**src/design/iee_pkg.sv**
```systemverilog
// Package for the infix expression evaluator: widths, character codes,
// status codes and the token class type shared by front and back ends.
package iee_pkg;

    localparam int MAX_DEPTH_DEF   = 16;
    localparam int VALUE_WIDTH_DEF = 32;
    localparam int OUT_WIDTH       = 32;
    localparam int TOKQ_DEPTH      = 2;

    localparam logic [7:0] CH_OPEN  = 8'h28;
    localparam logic [7:0] CH_CLOSE = 8'h29;
    localparam logic [7:0] CH_MUL   = 8'h2A;
    localparam logic [7:0] CH_ADD   = 8'h2B;
    localparam logic [7:0] CH_ZERO  = 8'h30;
    localparam logic [7:0] CH_NINE  = 8'h39;

    localparam logic [1:0] ST_OK    = 2'd0;
    localparam logic [1:0] ST_TOKEN = 2'd1;
    localparam logic [1:0] ST_END   = 2'd2;
    localparam logic [1:0] ST_DEEP  = 2'd3;

    typedef enum logic [2:0] {
        TK_DIGIT,
        TK_OPEN,
        TK_CLOSE,
        TK_MUL,
        TK_ADD,
        TK_END,
        TK_OTHER
    } tok_kind_t;

    typedef struct packed {
        tok_kind_t  kind;
        logic [7:0] ch;
    } token_t;

endpackage

```
**src/design/iee_front.sv**
```systemverilog
// Front end: accepts characters and classifies them into tokens.
// Depends on iee_pkg.
module iee_front (
    input  logic          clk,
    input  logic          rst_n,
    input  logic [7:0]    char_code,
    input  logic          push,
    output logic          full,
    output iee_pkg::token_t tok,
    output logic          tok_valid,
    input  logic          tok_ready
);
    import iee_pkg::*;

    token_t q_reg [TOKQ_DEPTH];
    logic   wp_reg, wp_next, rp_reg, rp_next;
    logic [1:0] cnt_reg, cnt_next;
    token_t t_in;
    logic do_push, do_pop;

    always_comb
    begin
        t_in.ch = char_code;
        if (char_code == 8'd0)
            t_in.kind = TK_END;
        else if (char_code inside {[CH_ZERO:CH_NINE]})
            t_in.kind = TK_DIGIT;
        else if (char_code == CH_OPEN)
            t_in.kind = TK_OPEN;
        else if (char_code == CH_CLOSE)
            t_in.kind = TK_CLOSE;
        else if (char_code == CH_MUL)
            t_in.kind = TK_MUL;
        else if (char_code == CH_ADD)
            t_in.kind = TK_ADD;
        else
            t_in.kind = TK_OTHER;
    end

    assign full      = (cnt_reg == 2'(TOKQ_DEPTH));
    assign tok_valid = (cnt_reg != 2'd0);
    assign tok       = q_reg[rp_reg];
    assign do_push   = push && !full;
    assign do_pop    = tok_valid && tok_ready;
    assign wp_next   = do_push ? ~wp_reg : wp_reg;
    assign rp_next   = do_pop ? ~rp_reg : rp_reg;
    assign cnt_next  = cnt_reg + {1'b0, do_push} - {1'b0, do_pop};

    always_ff @(posedge clk or negedge rst_n)
    begin
        if (!rst_n)
        begin
            wp_reg  <= 1'b0;
            rp_reg  <= 1'b0;
            cnt_reg <= 2'd0;
        end
        else
        begin
            wp_reg  <= wp_next;
            rp_reg  <= rp_next;
            cnt_reg <= cnt_next;
        end
    end

    always_ff @(posedge clk)
    begin
        if (do_push)
            q_reg[wp_reg] <= t_in;
    end

endmodule

```
**src/design/iee_back.sv**
```systemverilog
// Back end: executes tokens on the running sum/product and a frame stack,
// holds one result register. Depends on iee_pkg.
module iee_back #(
    parameter int MAX_DEPTH   = iee_pkg::MAX_DEPTH_DEF,
    parameter int VALUE_WIDTH = iee_pkg::VALUE_WIDTH_DEF
) (
    input  logic            clk,
    input  logic            rst_n,
    input  iee_pkg::token_t tok,
    input  logic            tok_valid,
    output logic            tok_ready,
    output logic [31:0]     value,
    output logic [1:0]      status,
    output logic [7:0]      bad_char,
    output logic            empty,
    input  logic            pop
);
    import iee_pkg::*;

    localparam int LW = $clog2(MAX_DEPTH + 1);
    localparam int AW = (MAX_DEPTH > 1) ? $clog2(MAX_DEPTH) : 1;

    logic [VALUE_WIDTH-1:0] sum_reg, sum_next, prod_reg, prod_next;
    logic [VALUE_WIDTH-1:0] stk_sum [MAX_DEPTH];
    logic [VALUE_WIDTH-1:0] stk_prod [MAX_DEPTH];
    logic [LW-1:0] lvl_reg, lvl_next;
    logic       exp_reg, exp_next;
    logic [1:0] err_reg, err_next;
    logic [7:0] ech_reg, ech_next;
    logic       rv_reg, rv_next;
    logic [31:0] rval_reg, rval_next;
    logic [1:0]  rst_reg, rst_next;
    logic [7:0]  rch_reg, rch_next;
    logic [VALUE_WIDTH-1:0] inner, factor, top_sum, top_prod;
    logic [AW-1:0] push_idx, pop_idx;
    logic take, do_push_stk;

    // Only an end token needs the result register free.
    assign tok_ready = !rv_reg || pop || (tok.kind != TK_END);
    assign take      = tok_valid && tok_ready;
    assign empty     = !rv_reg;
    assign value     = rval_reg;
    assign status    = rst_reg;
    assign bad_char  = rch_reg;
    assign inner     = sum_reg + prod_reg;
    assign push_idx  = AW'(lvl_reg);
    assign pop_idx   = AW'(lvl_reg - LW'(1));
    assign top_sum   = stk_sum[pop_idx];
    assign top_prod  = stk_prod[pop_idx];

    always_comb
    begin
        sum_next  = sum_reg;
        prod_next = prod_reg;
        lvl_next  = lvl_reg;
        exp_next  = exp_reg;
        err_next  = err_reg;
        ech_next  = ech_reg;
        rv_next   = rv_reg && !pop;
        rval_next = rval_reg;
        rst_next  = rst_reg;
        rch_next  = rch_reg;
        factor    = '0;
        do_push_stk = 1'b0;
        if (take)
        begin
            if (tok.kind == TK_END)
            begin
                rv_next   = 1'b1;
                rval_next = '0;
                rst_next  = err_reg;
                rch_next  = (err_reg == ST_TOKEN) ? ech_reg : 8'd0;
                if (err_reg == ST_OK)
                begin
                    if (exp_reg || lvl_reg != '0)
                        rst_next = ST_END;
                    else
                        rval_next = 32'(inner);
                end
                sum_next  = '0;
                prod_next = VALUE_WIDTH'(1);
                lvl_next  = '0;
                exp_next  = 1'b1;
                err_next  = ST_OK;
                ech_next  = 8'd0;
            end
            else if (err_reg != ST_OK)
            begin
            end
            else if (exp_reg)
            begin
                case (tok.kind)
                    TK_DIGIT:
                    begin
                        factor    = VALUE_WIDTH'(tok.ch - CH_ZERO);
                        prod_next = prod_reg * factor;
                        exp_next  = 1'b0;
                    end
                    TK_OPEN:
                    begin
                        if (lvl_reg >= LW'(MAX_DEPTH))
                            err_next = ST_DEEP;
                        else
                        begin
                            do_push_stk = 1'b1;
                            lvl_next  = lvl_reg + LW'(1);
                            sum_next  = '0;
                            prod_next = VALUE_WIDTH'(1);
                        end
                    end
                    default:
                    begin
                        err_next = ST_TOKEN;
                        ech_next = tok.ch;
                    end
                endcase
            end
            else
            begin
                case (tok.kind)
                    TK_MUL:
                        exp_next = 1'b1;
                    TK_ADD:
                    begin
                        sum_next  = inner;
                        prod_next = VALUE_WIDTH'(1);
                        exp_next  = 1'b1;
                    end
                    TK_CLOSE:
                    begin
                        if (lvl_reg != '0)
                        begin
                            lvl_next  = lvl_reg - LW'(1);
                            sum_next  = top_sum;
                            prod_next = top_prod * inner;
                        end
                        else
                        begin
                            err_next = ST_TOKEN;
                            ech_next = tok.ch;
                        end
                    end
                    default:
                    begin
                        err_next = ST_TOKEN;
                        ech_next = tok.ch;
                    end
                endcase
            end
        end
    end

    always_ff @(posedge clk or negedge rst_n)
    begin
        if (!rst_n)
        begin
            sum_reg  <= '0;
            prod_reg <= VALUE_WIDTH'(1);
            lvl_reg  <= '0;
            exp_reg  <= 1'b1;
            err_reg  <= ST_OK;
            ech_reg  <= 8'd0;
            rv_reg   <= 1'b0;
        end
        else
        begin
            sum_reg  <= sum_next;
            prod_reg <= prod_next;
            lvl_reg  <= lvl_next;
            exp_reg  <= exp_next;
            err_reg  <= err_next;
            ech_reg  <= ech_next;
            rv_reg   <= rv_next;
        end
    end

    always_ff @(posedge clk)
    begin
        rval_reg <= rval_next;
        rst_reg  <= rst_next;
        rch_reg  <= rch_next;
        if (do_push_stk)
        begin
            stk_sum[push_idx]  <= sum_reg;
            stk_prod[push_idx] <= prod_reg;
        end
    end

endmodule

```
**src/design/infix_expression_evaluator.sv**
```systemverilog
// Top level of the infix expression evaluator.
// Depends on iee_pkg, iee_front and iee_back.
//
// Usage:
//   Input queue side: drive char_code and raise push; a character is taken
//   on a clock edge with push high and full low. A zero byte ends the
//   expression.
//   Result queue side: while empty is low, value/status/bad_char hold the
//   result of the last finished expression; pop high takes it.
//   Flow: a character enters a two-entry token queue, from which the executor
//   consumes it; the result of a zero byte is registered on the ports when
//   the executor takes that byte.
//   Throughput: one character per cycle unless a zero byte meets an unpopped
//   result (at most one add, one multiply and a frame push or pop per token).
//   Reset: rst_n low clears the token queue, the result valid flag and the
//   evaluation state; result data and frame contents are not cleared.
//   Stall: while a result waits unpopped the executor still consumes
//   non-terminating characters; a further zero byte waits in the token
//   queue, and full rises once it fills.
module infix_expression_evaluator #(
    parameter int MAX_DEPTH   = iee_pkg::MAX_DEPTH_DEF,
    parameter int VALUE_WIDTH = iee_pkg::VALUE_WIDTH_DEF
) (
    input  logic        clk,
    input  logic        rst_n,
    input  logic [7:0]  char_code,
    input  logic        push,
    output logic        full,
    output logic [31:0] value,
    output logic [1:0]  status,
    output logic [7:0]  bad_char,
    output logic        empty,
    input  logic        pop
);
    import iee_pkg::*;

    token_t tok;
    logic   tok_valid, tok_ready;

    iee_front u_front (
        .clk       (clk),
        .rst_n     (rst_n),
        .char_code (char_code),
        .push      (push),
        .full      (full),
        .tok       (tok),
        .tok_valid (tok_valid),
        .tok_ready (tok_ready)
    );

    iee_back #(
        .MAX_DEPTH   (MAX_DEPTH),
        .VALUE_WIDTH (VALUE_WIDTH)
    ) u_back (
        .clk       (clk),
        .rst_n     (rst_n),
        .tok       (tok),
        .tok_valid (tok_valid),
        .tok_ready (tok_ready),
        .value     (value),
        .status    (status),
        .bad_char  (bad_char),
        .empty     (empty),
        .pop       (pop)
    );

endmodule
```
**config.mk**
```make
export PLATFORM = sky130hd
export DESIGN_NAME = infix_expression_evaluator
export DESIGN_NICKNAME = d
export VERILOG_FILES = /design/src/design/iee_pkg.sv /design/src/design/iee_front.sv /design/src/design/iee_back.sv /design/src/design/infix_expression_evaluator.sv
export SDC_FILE = /design/constraint.sdc
export NUM_CORES = 2
export LEC_CHECK = 0
export ABC_AREA = 1
export BUFFER_PORTS_ARGS = -buffer_cell sky130_fd_sc_hd__clkbuf_2
export CORE_MARGIN = 8
export CORE_UTILIZATION = 55
export CTS_CLUSTER_DIAMETER = 200
export DETAILED_ROUTE_END_ITERATION = 10
export PLACE_DENSITY = 0.72
export SETUP_SLACK_MARGIN = 0.1
export SLEW_MARGIN = 20
export SYNTH_ARGS = -nofsm -noshare
export SYNTH_HDL_FRONTEND = slang
export SYNTH_SLANG_ARGS = --single-unit
export TNS_END_PERCENT = 5
```
**constraint.sdc**
```tcl
create_clock -name clk -period 25.2 [get_ports clk]
set_clock_uncertainty 0.15 [all_clocks]
set_input_delay 1.26 -clock clk [delete_from_list [all_inputs] [get_ports clk]]
set_output_delay 1.26 -clock clk [all_outputs]
set_load 0.02 [all_outputs]
```
==> summary.md <==
| Metric | Value |
|---|---|
| Status | `finished with violations` |
| Failing checks | `design-rule violations` |
| Startpoint types | `register` |
| Ports | `56` |
| Worst slew margin | `6.51%` |
| Adder-cell share of the synthesized area | `between 20% and 30%` |
| Most used cell, CP | `fa_1` |
| Hold_ws | `0.371 ns` |
| Required @ worst endpoint | `25.70 ns` |
| Syn Area/Cell | `between 10 and 15 um^2` |
| Yosys cell types | `between 60 and 70` |
| Synth Net Count | `between 8000 and 9000` |
| Register area share after synthesis | `a little under half` |
| Tightest Pin Transition | `around 1.4 ns` |
| Post-CTS Setup Inserts | `0` |
| Seq cells post-synth | `about 1200` |
| Gr busiest metal | `met2` |
| Vias in the first global route | `~56000` |
| Initial Utilization | `55.4%` |
| Synthesized area | `around 76000 um^2` |
| Full die area | `151000 um^2` |
| Commonest non-fill, non-tap cell in the layout | `nand2_1` |
| Grt met2 use | `48.4%` |
| Largest stage delay, worst path | `between 0.8 and 0.9 ns` |
| Main combinational cell family by area after synthesis | `adder cells` |
| Count of final setup violators | `0` |
| Gr usage total | `30.3%` |
| Async SR Flop Fraction | `7.25%` |
| Fillcell total | `approximately 11000` |
| Vias/cell | `5.94` |
| WL/cell | `around 25 um` |
| Min cycle time layout | `12.19 ns` |
| Hold Buf Count CTS | `0` |
| Post-DP HPWL | `around 150 mm` |
| TritonRoute pass-1 iters | `9` |
| Buf/Inv on CP | `9` |
| Max_cap viols | `0` |
| Dominant cells by area after synthesis | `edfxtp_1 43%, fa_1 19%, nand2_1 8.7%, inv_1 5.6%, ha_1 4.4%` |
| Biggest regs | `u_back.stk_prod (512), u_back.stk_sum (512)` |
| Post-CTS sizing | `0` |
| Clock Tree Root | `clkbuf_16` |
| Drt drc | `3` |
| Die X | `388 um` |
| CTS tree | `built` |
| Clk sinks | `around 1200` |
| Met1 Resource Use GR | `between 30% and 40%` |
| Worst setup path category | `register to register` |
| Commonest non-fill, non-tap cells in the layout | `1777 x nand2_1, 1145 x inv_1, 1088 x edfxtp_1, 742 x fa_1, 489 x nand3_1` |
| Layout area overhead | `7.39%` |
| Synth top area share | `between 40% and 50%` |
| Area leader, netlist | `edfxtp_1` |
| Prevailing post-synth register cell | `edfxtp_1` |
| Clock Latency Late Sink | `between 0.7 and 0.8 ns` |
| Starting DRT DRC Count | `roughly 6700` |
| Initial antenna violation count | `6` |
| Pin count of the biggest net entering global routing | `228` |
| Crit path DAT | `roughly 13 ns` |
| Row cnt | `between 100 and 150` |
| Post-layout util | `59.5%` |
| Clock buffer depth | `3` |
| Final TNS setup | `0 ns` |
| Die extent in y | `approximately 400 um` |
| CP max-delay cell | `dfrtp_4` |
| Simple-gate portion of the synthesized area | `between 15 and 20%` |
| Post-synthesis mux area share | `0.0131%` |
| Syn Inst Count | `7457` |
| Antenna-violating nets left | `0` |
| Total number of vias | `55200` |
| Crit path capture type | `register` |
| Met3 GRT Util | `~6.6%` |
| Clock slew at reported path FFs | `about 0.07 ns` |
| Routability Congestion | `0.987` |
| Port bufs | `55` |
| Synth Area in XOR/XNOR | `less than 1%` |
| Hold Crit Class | `register to register` |
| Remaining Overflow, GRT | `0` |
| Fin crit share | `48.4%` |
| CP top delay family | `adder cells` |
| Share of cells above drive strength 1 | `around 5.6%` |
| Routed wire length | `roughly 230 mm` |
| Critical path peak fanout | `between 150 and 200` |
| Max-slew violation count | `0` |
| Yosys warning count | `0` |
| Synth Area in Compound Gates | `a little under 7%` |
| H-tree Lvls | `3` |
| NumNets Final | `8413` |
| Final Hold Violating Endpoints | `0` |
| First-pass GRT wire length | `about 350 mm` |
| Num CTS Buffers | `between 100 and 150` |
| Core Box Area | `roughly 140000 um^2` |
| RSZ-0062 raised after global routing | `false` |
| Maximum clock frequency | `just over 0.08 GHz` |
| Post-synth EDFFs | `approximately 1100` |
-- routing by layer --
metal	vias to the layer above	wire, um
met2	3020	106000
met3	633	23800
li1	24100	-
met1	27400	87200
met5	-	33
met4	4	13400
-- final cells by class --
class | instances | area [um^2] | area share (%)
diodes | 4 | 10.0 | 0.0122
flip-flops and latches | 1173 | 34800 | 42.5
clock inverters | 70 | 596 | 0.727
multi-input cells | 4770 | 35600 | 43.5
inverters | 1174 | 4440 | 5.42
repair buffers | 153 | 1040 | 1.27
well taps | 1794 | 2240 | 2.74
clock buffers | 152 | 3160 | 3.86
-- cell families (layout without fill, tap and decap cells) --
family / Yosys count / in the layout
XOR/XNOR: 70 / 70
AO/OA/AOI/OAI: 861 / 861
other: 0 / 4
flip-flops: 1173 / 1173
multiplexers: 1 / 1
adder cells (fa/ha/maj): 1012 / 1012
AND/OR/NAND/NOR: 2826 / 2826
buffers and inverters: 1514 / 1549
-- path summary, 6_finish.rpt --
kind                              startpoint             endpoint  slack (ns)  cells after the start
setup / recovery           u_back.lvl_reg[0]  u_back.prod_reg[29]       13.01                     36
hold / removal             u_back.err_reg[0]     u_back.status[0]        0.37                      0
setup reg to reg           u_back.lvl_reg[0]  u_back.prod_reg[29]       13.01                     36
hold reg to reg            u_back.err_reg[0]     u_back.status[0]        0.37                      0
max in group asynchronous              rst_n   u_back.sum_reg[13]       23.15                      2
min in group asynchronous              rst_n    u_back.ech_reg[6]        0.43                      1
-- cell usage after synthesis (18+ instances only) --
library cell	instances
a31oi_1	18
o21ai_0	171
clkbuf_1	178
a32o_1	19
edfxtp_1	1088
nand3_1	489
xor2_1	34
nor2_1	463
inv_1	1145
fa_1	742
buf_2	77
a21oi_1	452
nand2_1	1778
o311ai_0	33
inv_2	18
xnor2_1	36
ha_1	270
a22oi_1	36
or2_2	20
buf_4	34
dfrtp_1	83
buf_1	36
a221o_1	50
-- stage by stage --
step / instances / setup slack [ns] / instance area, um^2
after floorplan: 7457 / 15.32 / 76300
after global routing: 9286 / 12.38 / 81900
after global placement: 9064 / 13.32 / 78200
final: 9290 / 13.01 / 81900
after CTS: 9286 / 13.15 / 81900
after detailed placement: 9064 / 13.25 / 78200
Power is left out: the tool's default activity adds up to more than one toggle a clock period on the data nets, which glitch-free logic cannot reach.
